[src/rtl/tbff_pkg.sv]
`timescale 1ns / 1ps
// ----------------------------------------------------------------------------
// tbff_pkg: shared types and constants of the boundary face finder
// Face table geometry, entry layout, hash constants, sequencer states and
// the key sort helper.
// ----------------------------------------------------------------------------
package tbff_pkg;

  // Slot count must be a power of two: the home slot is the low hash bits.
  localparam int FACE_SLOTS = 4096;
  localparam int NODE_BITS  = 16;
  localparam int SLOT_BITS  = $clog2(FACE_SLOTS);
  localparam int KEY_BITS   = 3 * NODE_BITS;
  localparam int FIELD_BITS = 16;
  localparam int TAG_BITS   = 16;
  localparam int HASH_BITS  = 32;

  localparam logic [HASH_BITS-1:0] HASH_C0 = 32'h9E3779B1;
  localparam logic [HASH_BITS-1:0] HASH_C1 = 32'h85EBCA77;
  localparam logic [HASH_BITS-1:0] HASH_C2 = 32'hC2B2AE3D;

  localparam logic [1:0] COUNT_ONE = 2'd1;
  localparam logic [1:0] COUNT_MAX = 2'd2;
  localparam logic [1:0] LAST_FACE = 2'd3;

  typedef logic [NODE_BITS-1:0] node_t;
  typedef logic [KEY_BITS-1:0]  key_t;
  typedef logic [SLOT_BITS-1:0] slot_t;

  typedef struct packed {
    logic       valid;
    logic [1:0] count;
    key_t       key;
  } entry_t;

  typedef struct packed {
    logic   rd_en;
    logic   wr_en;
    slot_t  addr;
    entry_t wdata;
  } tbl_req_t;

  typedef struct packed {
    logic  done;
    slot_t slot;
  } hash_res_t;

  typedef enum logic {
    ACT_COUNT = 1'b0,
    ACT_QUERY = 1'b1
  } action_t;

  typedef enum logic [2:0] {
    ST_CLEAR,
    ST_IDLE,
    ST_FACE,
    ST_HASH,
    ST_READ,
    ST_CHECK,
    ST_EMIT
  } state_t;

  // Keep the low NODE_BITS of a node number, zero-extend if NODE_BITS is wider.
  function automatic node_t trim_node(input logic [FIELD_BITS-1:0] n);
    logic [NODE_BITS+FIELD_BITS-1:0] w;
    w = {{NODE_BITS{1'b0}}, n};
    return w[NODE_BITS-1:0];
  endfunction

  // Three compare-exchange steps; smallest node lands in the low bits.
  function automatic key_t sort_key(input node_t a, input node_t b, input node_t c);
    node_t k0;
    node_t k1;
    node_t k2;
    node_t t;
    k0 = a;
    k1 = b;
    k2 = c;
    if (k0 > k1) begin t = k0; k0 = k1; k1 = t; end
    if (k1 > k2) begin t = k1; k1 = k2; k2 = t; end
    if (k0 > k1) begin t = k0; k0 = k1; k1 = t; end
    return {k2, k1, k0};
  endfunction

endpackage

[src/rtl/tbff_hash.sv]
`timescale 1ns / 1ps
// ----------------------------------------------------------------------------
// tbff_hash: multiplicative face key hash
// One 32x32 multiplier, used once per key node in turn; the
// products are folded together by xor into the home slot.
// ----------------------------------------------------------------------------
module tbff_hash
  import tbff_pkg::*;
(
  input  logic      clk,
  input  logic      rst_n,
  input  logic      start,
  input  key_t      key,
  output hash_res_t res
);

  logic                 busy_r, busy_nxt;
  logic [1:0]           step_r, step_nxt;
  logic [HASH_BITS-1:0] mul_r, mul_nxt;
  logic [HASH_BITS-1:0] h_r, h_nxt;
  logic [HASH_BITS-1:0] op_k;
  logic [HASH_BITS-1:0] op_c;
  logic [HASH_BITS-1:0] h_fin;

  always_ff @(posedge clk) begin
    if (!rst_n) begin
      busy_r <= 1'b0;
      step_r <= '0;
    end else begin
      busy_r <= busy_nxt;
      step_r <= step_nxt;
    end
    mul_r <= mul_nxt;
    h_r   <= h_nxt;
  end

  always_comb begin
    op_k = '0;
    op_c = '0;
    case (step_r)
      2'd0:    begin op_k = HASH_BITS'(key[NODE_BITS-1:0]);              op_c = HASH_C0; end
      2'd1:    begin op_k = HASH_BITS'(key[2*NODE_BITS-1:NODE_BITS]);    op_c = HASH_C1; end
      2'd2:    begin op_k = HASH_BITS'(key[3*NODE_BITS-1:2*NODE_BITS]);  op_c = HASH_C2; end
      default: begin op_k = '0;                                          op_c = '0;      end
    endcase
  end

  assign h_fin = h_r ^ mul_r;

  always_comb begin
    busy_nxt = busy_r;
    step_nxt = step_r;
    mul_nxt  = mul_r;
    h_nxt    = h_r;
    if (start) begin
      busy_nxt = 1'b1;
      step_nxt = '0;
      h_nxt    = '0;
      mul_nxt  = '0;
    end else if (busy_r) begin
      // fold the previous product, launch the next one
      mul_nxt  = op_k * op_c;
      h_nxt    = h_fin;
      step_nxt = step_r + 2'd1;
      if (step_r == 2'd3) begin
        busy_nxt = 1'b0;
      end
    end
  end

  assign res.done = busy_r && (step_r == 2'd3);
  assign res.slot = h_fin[SLOT_BITS-1:0];

endmodule

[config.mk]
export PLATFORM = sky130hd
export DESIGN_NAME = tbff_hash
export DESIGN_NICKNAME = d
export VERILOG_FILES = /design/src/rtl/tbff_pkg.sv /design/src/rtl/tbff_hash.sv
export SDC_FILE = /design/constraint.sdc
export NUM_CORES = 1
export LEC_CHECK = 0
export ABC_AREA = 1
export BUFFER_PORTS_ARGS = -buffer_cell sky130_fd_sc_hd__buf_4
export CORE_MARGIN = 2
export CORE_UTILIZATION = 40
export CTS_BUF_LIST = sky130_fd_sc_hd__clkbuf_4
export DETAILED_ROUTE_END_ITERATION = 6
export GPL_TIMING_DRIVEN = 1
export SETUP_SLACK_MARGIN = 0.3
export SKIP_CTS_REPAIR_TIMING = 1
export SLEW_MARGIN = 40
export SYNTH_ARGS = -nofsm -noshare
export SYNTH_HDL_FRONTEND = slang
export SYNTH_SLANG_ARGS = --single-unit
export TNS_END_PERCENT = 10
[constraint.sdc]
create_clock -name clk -period 7.6 [get_ports clk]
set_input_delay 0 -clock clk [delete_from_list [all_inputs] [get_ports clk]]
set_output_delay 0 -clock clk [all_outputs]
set_load 0.02 [all_outputs]
== After elaboration in Yosys (flattened, before gate mapping) ==
Index checks and enable logic that the tools add are counted.
Widths: inputs -> output; s select.
Cells by class
  add/sub/neg operators: 1
  $mul: 1
  div/mod/pow operators: 0
  magnitude comparators: 0
  equality and inequality tests: 3
  shift operators: 0
  mux-type cells: 5
  bitwise operators: 2
  reduce and logical (&&, ||, !) cells: 3
Operators with widths (count)
  $pmux 32 s3: 1
  $pmux 16 s3: 1
  $mul 32x32->32: 1
  $xor 32x32->32: 1
  $eq 2x2->1 const B: 2
  $mux 1: 3
  $add 2x1->2 const B: 1
  $eq 2x1->1 const B: 1
  $logic_not 2->1: 1
  $reduce_or 2->1: 1
  $logic_and 1x1->1: 1
  $not 1->1: 1
Word-level totals
  bits in registers: 67
  bits in latches: 0
  memory bits (writable): 0
  bits in read-only memories: 0
  input port bits: 51
  memories: 0

== Longest topological paths before layout ==
Gate-level depths: netlist of the first run.
  word-level depth: 4
  gate-level depth with buffers: 33

== Worst setup path after synthesis of the first run ==
OpenSTA, ideal clock, no wires.
  path kind: register to register
  start: reg step_r[0]
  end: reg mul_r[11]
  library setup time: 0.066 ns
  data arrival time: 5.344 ns
  data required time: 7.534 ns
  path slack: 2.190 ns
  stages on the path, launching flop included: 29
  path buffers: 2
  path through: dfxtp_1 > inv_1 > ha_1 > buf_4 > buf_4 > nand2_1 > nand3_1 > nand2_1 > nor2_1 > fa_1 > inv_1 > fa_1 > inv_1 > ha_1 > fa_1 > inv_1 > fa_1 > fa_1 > inv_1 > ha_1 > a21oi_1 > o31ai_1 > a21oi_1 > inv_1 > nand3_1 > nand2_1 > nand2_1 > nand2_1 > a21oi_2
On the way
  longest elaborated chain between the ends: 3
Ends and longest elaborated chain
  start, declared: RTL line tbff_hash.sv:18  | logic [1:0] step_r, step_nxt;
  start signal, assigned: RTL line tbff_hash.sv:31  | step_r <= step_nxt;
  $eq 2x2->1, or another cell as far along: RTL line tbff_hash.sv:40  | case (step_r)
  $pmux 16 s3 or $pmux 32 s3 (tied branches): RTL line tbff_hash.sv:40
  $mul 32x32->32 *: RTL line tbff_hash.sv:62  | mul_nxt = op_k * op_c;
  end signal, assigned: RTL line tbff_hash.sv:33  | mul_r <= mul_nxt;
  end, declared: RTL line tbff_hash.sv:19  | logic [HASH_BITS-1:0] mul_r, mul_nxt;
Every way passes the cells marked *; elsewhere a longest branch is shown, timed or not.
A chain may end at the register's enable or synchronous reset.

== Worst setup path after layout of the first run ==
Ends and elaborated chain as after synthesis.

==> results.json, run 1 <==
{
  "end_kind": "flip-flop",
  "tns_ns": 0,
  "pwr-share-comb_pct": 78.4,
  "synth_common_cells": "inv_1 (133), nand2_1 (119), nor2_1 (69), ha_1 (42), fa_1 (37)",
  "grt_start_max_net_pins": 33,
  "skew_ns": 0.00502,
  "cts.path.max_buffers": 2,
  "syn2layout_area_growth_pct": 12.9,
  "nNetsFinal": 729,
  "maxCapViolCount": 0,
  "startpoint_type": "flip-flop",
  "ys_async_sr_fraction_pct": 0,
  "cts.reportedPaths.clkPinSlew_ns": 0.14,
  "peakVddDrop_v": 0.000140,
  "initialDrtViolationCount": 170,
  "synth_enable_flop_cells": 0,
  "track_usage_pct": 16.6,
  "finalCriticalPeriod_ns": 6.14,
  "worstSkewPairLatency_ns": 0.32,
  "ios": 64,
  "hpwl_um": 6970,
  "finalWeightedCongestion": 0.924,
  "critPathMaxFanout": 15,
  "insertedDiodeCount": 0,
  "synth_flop_cell": "dfxtp_1",
  "wire_per_inst_um": 11.1,
  "dr.pass1.iters": 4,
  "synth_fp_nets": 685,
  "slew_headroom_pct": 56.1,
  "fillers": 984,
  "synth-seq-area-share_pct": 14.0,
  "instances_no_fill": 727,
  "grt_pass1_wl_um": 14300,
  "status": "finished clean",
  "p_leak_nw": 2.56,
  "swShare_pct": 53.0,
  "slew_viol_final": 0,
  "synthMostInstantiatedCell": "inv_1",
  "grt_pass1_vias": 3272,
  "setup_viol": 0,
  "syn_inst": 555,
  "p_clk_share_pct": 5.5,
  "synth.distinct_cells": 28,
  "drcViolationCount": 0,
  "yosys-top-cells-area": "fa_1 (19%), dfxtp_1 (14%), ha_1 (14%), inv_1 (13%), nand2_1 (12%)",
  "netlist.area_leader.share_pct": 19.2,
  "intPower_mw": 0.523,
  "cts_tree": "built",
  "finalWirelength_um": 8090,
  "cp.required_ns": 7.87,
  "powerDensity_nw_per_um2": 256,
  "final_antenna_net_count": 0,
  "grt_overflow": 0,
  "worstMarginPinSlew_ns": 0.659,
  "synth.avg_cell_area_um2": 6.94,
  "via_count": 3320,
  "seqPwrFrac_pct": 16.1,
  "cts-root-buf": "clkbuf_4",
  "hold_path.class": "in -> reg",
  "cts_max_level": 1,
  "hold_viol_final": 0,
  "start_util_pct": 41.5,
  "port_buffers": 51,
  "ys_ff_latch": 27,
  "die_w_um": 102,
  "rows": 35,
  "core-area_um2": 9280,
  "rsz0062_at_grt": "no",
  "clock-sinks": 27,
  "yosys.area.top_type": "fa_1",
  "dp_cells": 722,
  "fmax_ghz": 0.163,
  "synth_area_um2": 3850,
  "drive_above_1_share_pct": 14.0,
  "power_switching_mw": 0.590,
  "path_class": "reg -> reg",
  "numCtsBuffers": 3,
  "worstPathArrival_ns": 6.40,
  "ys.warnings.count": 0,
  "dieArea_um2": 10400,
  "period_share_pct": 80.7,
  "viasPerCell": 4.57,
  "antenna_found_initial": 0,
  "dieHeight_um": 102
}
## registers in the layout (all words and copies together) (netlist names)
signal  cells
mul_r      12
busy_r      1
h_r        12
step_r      2
## routing by layer
layer / share of wire (%) / up-vias / GRT usage (%) / wire [um]
li1: - / 1734 / - / -
met1: 48 / 1532 / 22.1 / 3880
met2: 49 / 48 / 30.9 / 3960
met3: 2.5 / 6 / 0.752 / 201
met4: 0.63 / 0 / 1.74 / 51
met5: 0 / - / 0 / 0
## power by group through the flow
stage | sequential (mW) | combinational (mW) | clock [mW]
3_3_place_gp | 0.182 | 0.862 | 0
3_5_place_dp | 0.183 | 0.876 | 0
6_report | 0.179 | 0.873 | 0.0610
4_1_cts | 0.180 | 0.886 | 0.0647
5_1_grt | 0.182 | 1.04 | 0.0719
2_1_floorplan | 0.180 | 0.666 | 0
## layout by cell type, fill, tap and decap left out
cell type,n
nand2_4,1
nand2_1,119
ha_1,42
inv_2,1
a21oi_2,1
nor3_1,1
clkbuf_4,3
dfxtp_1,27
fa_1,37
nand4_1,3
clkinvlp_4,1
o21ai_0,25
buf_4,53
nor2_2,1
nand3_4,1
a21oi_1,8
xor2_1,18
o21bai_1,1
inv_1,133
o31ai_1,1
a21boi_0,1
dlygate4sd3_1,1
nand2_2,10
nand3_1,27
clkinv_2,1
nand3_2,11
nor2_1,69
a211oi_1,1
## critical path, stage by stage, from the launching register on
cell and delay, ns:
dfxtp_1 0.37, inv_1 0.10, ha_1 0.59, nand2_1 0.14, nand3_2 0.14, nand2_1 0.14, inv_1 0.18, nand2_1 0.15
fa_1 0.47, fa_1 0.51, inv_1 0.06, fa_1 0.45, ha_1 0.31, fa_1 0.55, inv_1 0.06, fa_1 0.54
inv_1 0.05, ha_1 0.31, a21oi_1 0.16, o31ai_1 0.10, a21oi_1 0.26, inv_1 0.10, nand3_1 0.09, nand2_1 0.05
nand2_1 0.05, nand2_1 0.06, a21oi_2 0.10
## per-stage QoR
step           cell area, um2  worst slack (ns)  utilization [%]  total power, mW  hold WS (ns)
2_1_floorplan            3850              2.19                -            0.845         0.149
3_3_place_gp             4310              1.47             46.4             1.04         0.285
3_5_place_dp             4310              1.45             46.4             1.06         0.290
4_1_cts                  4340              1.39             46.7             1.13       -0.0640
5_1_grt                  4350             0.881             46.8             1.29        0.0579
6_report                 4350              1.46             46.8             1.11        0.0686
## logic make-up (layout without fill, tap and decap cells)
family                   Yosys count  in the layout  synth area share, %
adder cells (fa/ha/maj)           79             79                 32.9
buffers and inverters            150            193                 15.8
XOR/XNOR                          18             18                 4.09
flip-flops                        27             27                 14.0
AND/OR/NAND/NOR                  243            243                 27.9
AO/OA/AOI/OAI                     38             38                 5.30
## cell type report
type	instances	area, um2	share of cell area (%)
Tap cell	129	161	3.71
Clock inverter	1	7.51	0.173
Inverter	135	508	11.7
Multi-Input combinational cell	378	2700	62.1
Timing Repair Buffer	54	408	9.38
Clock buffer	3	22.5	0.518
Sequential cell	27	541	12.4
## final timing paths
path | cells after the start | endpoint | slack, ns | startpoint
worst max register to register | 26 | mul_r[11] | 1.46 | step_r[0]
worst min-delay path | 4 | mul_r[6] | 0.07 | start
worst min register to register | 2 | step_r[0] | 0.52 | step_r[0]
worst max-delay path | 26 | mul_r[11] | 1.46 | step_r[0]
No activity file was read; power rests on OpenSTA's default activity.
==> inputs of run 2 (changes only) <==
ABC_AREA = 0   (was 1)
clock period = 5.23 ns   (was 7.6 ns; I/O delays follow)
==> run 2 against run 1 <==
- the run now ends with negative setup slack left
- critical path depth fell by 4
- non-clock buffer count is 65 higher
- sequential cell count did not move
- global-route usage up 0.84 points
- sequential share of layout area is 0.45 points lower
- utilization increased by 8.6 points
- cell area grew 5.2%
- power increased by 63%
==> results.json, run 2 <==
{
  "synth-compound-area-share_pct": 6.86,
  "hold_path.class": "in -> reg",
  "drive_above_1_share_pct": 31.2,
  "ios": 64,
  "violations": "negative setup slack",
  "postPlaceCellArea_um2": 4390,
  "cts_max_level": 1,
  "hold_viol_final": 0,
  "worst_slack_ns": -0.285,
  "synthSimpleGateAreaFrac_pct": 12.5,
  "cts.reportedPaths.clkPinSlew_ns": 0.15,
  "fmax_ghz": 0.181,
  "drcViolationCount": 0,
  "numCtsBuffers": 3,
  "seq_area_um2": 548,
  "wire_per_inst_um": 12.8,
  "seqPwrFrac_pct": 14.3,
  "synth_fp_nets": 514,
  "maxCapViolCount": 0,
  "grt_pass1_vias": 2781,
  "die_w_um": 96.3,
  "powerDensity_nw_per_um2": 397,
  "startpoint_type": "flip-flop",
  "cts_tree": "built",
  "end_kind": "flip-flop",
  "worstSkewPairLatency_ns": 0.33,
  "synthMostInstantiatedCell": "inv_1",
  "initialDrtViolationCount": 85,
  "synth_enable_flop_cells": 0,
  "synth_area_um2": 3410,
  "syn_inst": 384,
  "track_usage_pct": 17.4,
  "finalCriticalPeriod_ns": 5.51,
  "tns_ns": -0.533,
  "grt_start_max_net_pins": 33,
  "grt_pass1_wl_um": 12700,
  "yosys-top-cells-area": "fa_1 (22%), dfxtp_1 (16%), ha_1 (15%), inv_1 (9.1%), xor2_1 (7.4%)",
  "slew_headroom_pct": 65.7,
  "layout_commonest_cell": "buf_4",
  "start_util_pct": 41.3,
  "port_buffers": 51,
  "swShare_pct": 40.7,
  "period_share_pct": 105,
  "top_regs": "h_r x12, mul_r x12, step_r x2",
  "synth-seq-area-share_pct": 15.9,
  "synth_flop_cell": "dfxtp_1",
  "dieArea_um2": 9280,
  "setup_viol": 3,
  "cts.path.max_buffers": 2,
  "p_leak_nw": 2.41,
  "synth_top_family_by_area": "adder cells",
  "final_antenna_net_count": 0,
  "status": "finished with violations",
  "rows": 33,
  "cp.required_ns": 5.51,
  "skew_ns": 0.00269,
  "critPathMaxFanout": 7,
  "fillers": 787,
  "multi_input_area_um2": 2660,
  "synth.avg_cell_area_um2": 8.88,
  "worstPathArrival_ns": 5.80,
  "path_class": "reg -> reg",
  "antenna_found_initial": 0,
  "rsz0062_at_grt": "yes",
  "netlist.area_leader.share_pct": 21.7,
  "via_count": 2748,
  "pwr-share-comb_pct": 80.6,
  "hpwl_um": 6270,
  "synthXorXnorAreaFrac_pct": 13.5,
  "syn2layout_area_growth_pct": 34.2,
  "slew_viol_final": 0,
  "dr.pass1.iters": 4,
  "yosys.area.top_type": "fa_1",
  "ys_ff_latch": 27,
  "worst-r2r-setup-slack_ns": -0.28,
  "cts-root-buf": "clkbuf_4",
  "peakVddDrop_v": 0.000470,
  "synthAdderAreaFrac_pct": 37.1,
  "viasPerCell": 4.60,
  "power_switching_mw": 0.739,
  "synthMuxAreaShare_pct": 3.23,
  "grt_overflow": 0,
  "final_core_util_pct": 55.4,
  "synth_common_cells": "inv_1 (83), ha_1 (42), fa_1 (37), nor2_1 (37), nand2_1 (33)",
  "final_cell_mix": "buf_4 (116), inv_1 (78), fa_1 (37)",
  "worstMarginPinSlew_ns": 0.514,
  "finalWirelength_um": 7630,
  "clock-sinks": 27,
  "synth.distinct_cells": 31,
  "p_clk_share_pct": 5.1,
  "nNetsFinal": 624,
  "finish.instance_area_um2": 4580,
  "core-area_um2": 8260,
  "dieHeight_um": 96.3,
  "ys_async_sr_fraction_pct": 0,
  "ys.warnings.count": 0,
  "intPower_mw": 1.08,
  "insertedDiodeCount": 0,
  "finalWeightedCongestion": 0.833
}
-- run 2: cell types whose count changed after synthesis, moves of 16 or more --
| cell | previous run | this run |
|---|---|---|
| xnor2_1 | 0 | 16 |
| o21ai_0 | 25 | 0 |
| nand2_1 | 119 | 33 |
| inv_1 | 133 | 83 |
| nor2_1 | 69 | 37 |
| nand3_1 | 27 | 0 |
-- run 2: cell type report --
| cell class | instances | area share [%] |
|---|---|---|
| sequential | 27 | 12.0 |
| multi-input combinational | 260 | 58.2 |
| clock buffer | 3 | 0.492 |
| tap | 105 | 2.87 |
| timing repair buffer | 119 | 19.5 |
| clock inverter | 1 | 0.109 |
| inverter | 83 | 6.86 |
-- run 2: worst max-delay path, cell delays in order (launching register included) --
cell and delay [ns]:
dfxtp_4 0.40, inv_2 0.06, ha_4 0.19, a222oi_1 0.34
buf_4 0.18, nor2_2 0.05, and2_1 0.22, fa_1 0.48
inv_1 0.06, fa_1 0.53, inv_1 0.04, ha_2 0.16
fa_1 0.48, inv_1 0.05, fa_1 0.46, fa_1 0.54
inv_2 0.05, ha_4 0.22, a2111oi_4 0.32, or3_1 0.16
xnor3_1 0.21, nand2b_4 0.15, a21oi_2 0.10
-- run 2: stage by stage --
stage               total power [mW]  instances  setup WS [ns]  hold slack [ns]
global placement                1.64        584         -0.314            0.217
floorplan                       1.21        384         -0.265            0.118
finish                          1.82        598         -0.285           0.0195
global route                    2.02        598         -0.528          0.00262
detailed placement              1.65        584         -0.394            0.223
CTS                             1.76        588         -0.438           -0.138
-- run 2: path summary, 6_finish.rpt --
check	end	cells after the start	from
hold / removal	mul_r[11]	2	start
setup reg to reg	mul_r[11]	22	step_r[1]
hold reg to reg	mul_r[5]	2	mul_r[5]
setup / recovery	mul_r[11]	22	step_r[1]
-- run 2: power groups by stage --
stage	clock network [mW]	logic (mW)	registers (mW)
final	0.0921	1.46	0.260
after global routing	0.107	1.65	0.264
after CTS	0.0996	1.40	0.261
after detailed placement	0	1.38	0.266
after global placement	0	1.37	0.264
after floorplan	0	0.953	0.261
-- run 2: kinds of logic after synthesis --
| kind of cell | after synthesis |
|---|---|
| buffers and inverters | 97 |
| and+or+nand+nor | 94 |
| adders and majority gates | 79 |
| xor gates and xnor gates | 48 |
| AOI/OAI and AO/OA | 28 |
| DFF | 27 |
| muxes | 11 |
-- run 2: routing by layer --
layer	vias to the layer above	GRT usage [%]	wire (um)
li1	1409	-	-
met1	1269	23.6	3560
met2	63	30.1	3640
met3	7	2.43	375
met4	0	2.93	60
met5	-	0	0
==> inputs of run 3 (changes only) <==
CORE_ASPECT_RATIO = 1.4   (was default)
CORE_MARGIN = 1.5   (was 2)
clock period = 7.1 ns   (was 5.23 ns; I/O delays follow)
==> run 3 against run 2 <==
- the run now ends clean
- critical endpoint unchanged
- clock-buffer cell count increased by 1
- global-route usage decreased by 1.4 points
- worst hold slack improved by 0.0018 ns
- final cell count down 11%
- cell area decreased by 14%
- die area is 2.0% lower
- critical path type unchanged
- non-clock buffer count down 62
- routed wire length fell by 14%
==> results.json, run 3 (synthesis gave the netlist of run 2 again) <==
{
  "dr.pass1.iters": 4,
  "hpwl_um": 5390,
  "cts-root-buf": "clkbuf_4",
  "power_switching_mw": 0.463,
  "final_antenna_net_count": 0,
  "path_class": "reg -> reg",
  "viasPerCell": 4.70,
  "maxCapViolCount": 0,
  "worst-r2r-setup-slack_ns": 0.74,
  "top_regs": "h_r x12, mul_r x12, step_r x2",
  "slowest_delay_ns": 0.56,
  "drive_above_1_share_pct": 15.8,
  "insertedDiodeCount": 0,
  "cpMaxStageDelayCell": "fa_1",
  "rows": 39,
  "slew_headroom_pct": 62.2,
  "powerDensity_nw_per_um2": 269,
  "clock-sinks": 27,
  "cts.path.max_buffers": 2,
  "worstSkewPairLatency_ns": 0.32,
  "intPower_mw": 0.601,
  "rsz0062_at_grt": "no",
  "via_count": 2507,
  "r2r_end": "mul_r[11]",
  "dieHeight_um": 112,
  "numCtsBuffers": 3,
  "pwr-share-comb_pct": 75.5,
  "r2r_cells": 22,
  "whs_path_depth": 2,
  "end_kind": "flip-flop",
  "fillers": 805,
  "tns_ns": 0,
  "grt_pass1_vias": 2574,
  "layout_commonest_cell": "inv_1",
  "hold_path.class": "in -> reg",
  "startpoint_type": "flip-flop",
  "hold-worst-slack_ns": 0.0213,
  "hp-start": "start",
  "initialDrtViolationCount": 103,
  "peakVddDrop_v": 0.000176,
  "cp.required_ns": 7.37,
  "cts_max_level": 1,
  "wire_per_inst_um": 12.2,
  "final_cell_mix": "inv_1 (83), buf_4 (56), ha_1 (40)",
  "skew_ns": 0.00266,
  "port_buffers": 51,
  "seqPwrFrac_pct": 18.0,
  "drcViolationCount": 0,
  "track_usage_pct": 16.0,
  "worstPathArrival_ns": 6.63,
  "hold_path_end": "mul_r[11]",
  "reg2reg_from": "step_r[0]",
  "grt_overflow": 0,
  "p_leak_nw": 2.09,
  "swShare_pct": 43.5,
  "nNetsFinal": 562,
  "cts_tree": "built",
  "period_share_pct": 89.6,
  "status": "finished clean",
  "finalCriticalPeriod_ns": 6.36,
  "core-area_um2": 8200,
  "finalWirelength_um": 6530,
  "power_mw": 1.06,
  "hold_viol_final": 0,
  "grt_pass1_wl_um": 11700,
  "p_clk_share_pct": 6.5,
  "cts.reportedPaths.clkPinSlew_ns": 0.14,
  "grt_start_max_net_pins": 33,
  "finalWeightedCongestion": 0.827,
  "die_w_um": 81.0,
  "syn2layout_area_growth_pct": 15.9,
  "path_cells": "inv_1 > ha_1 > a222oi_1 > buf_4 > nor2_2 > and2_1 > inv_1 > fa_1 > fa_1 > inv_1 > fa_1 > ha_1 > fa_1 > inv_1 > fa_1 > inv_1 > ha_1 > a2111oi_0 > or3_1 > xnor3_1 > nand2b_4 > a21oi_2",
  "worstMarginPinSlew_ns": 0.568,
  "dieArea_um2": 9090,
  "slew_viol_final": 0,
  "antenna_found_initial": 0,
  "fmax_ghz": 0.157,
  "start_util_pct": 41.6,
  "ios": 64,
  "setup_viol": 0,
  "critPathMaxFanout": 14
}
==> run 3: changes by cell type in the layout (fill, tap and decap cells not counted), sizes merged <==
cell | previous run | this run
clkinv | 1 | 0
buf | 116 | 56
clkbuf | 5 | 4
==> run 3: power by group through the flow <==
stage	registers, mW	logic (mW)	clock network (mW)
after CTS	0.192	0.815	0.0718
after floorplan	0.192	0.625	0
after detailed placement	0.195	0.804	0
after global routing	0.195	0.922	0.0782
after global placement	0.194	0.799	0
final	0.191	0.804	0.0686
==> run 3: final cells by class <==
type / count / area (um2) / area share (%)
well taps: 102 / 128 / 3.23
repair buffers: 57 / 430 / 10.9
inverters: 83 / 312 / 7.89
multi-input cells: 260 / 2510 / 63.5
flip-flops and latches: 27 / 541 / 13.7
clock buffers: 4 / 30.0 / 0.760
==> run 3: how the worst max path moves through the flow <==
| stage | start | endpoint | cells after the start |
|---|---|---|---|
| after detailed placement | step_r[0] | mul_r[11] | 21 |
| after floorplan | step_r[0] | mul_r[11] | 23 |
| final | step_r[0] | mul_r[11] | 22 |
| after global routing | step_r[0] | mul_r[11] | 21 |
| after CTS | step_r[0] | mul_r[11] | 21 |
| after global placement | step_r[0] | mul_r[11] | 21 |
==> run 3: metal layers <==
layer  GRT usage (%)  share of wire, %  vias up
li1                -                 -     1291
met1            20.4                43     1198
met2            29.3                56       16
met3           0.732              0.80        2
met4            3.56              0.61        0
met5               0                 0        -
==> run 3: worst max-delay path: cells and delay by family, from the launching register on <==
family / cells / cell delay [ns]
AO/OA/AOI/OAI: 3 / 0.59
flip-flops: 1 / 0.37
XOR/XNOR: 1 / 0.39
AND/OR/NAND/NOR: 4 / 0.87
adder cells (fa/ha/maj): 8 / 3.58
buffers and inverters: 6 / 0.48
==> run 3: through the flow <==
step           setup slack [ns]  std cells  utilization (%)  instance area (um2)
4_1_cts                   0.397        530             47.7                 3910
5_1_grt                   0.396        533             48.2                 3950
3_5_place_dp              0.460        526             47.4                 3880
6_report                  0.740        533             48.2                 3950
3_3_place_gp              0.496        526             47.4                 3880
2_1_floorplan              1.10        384                -                 3410
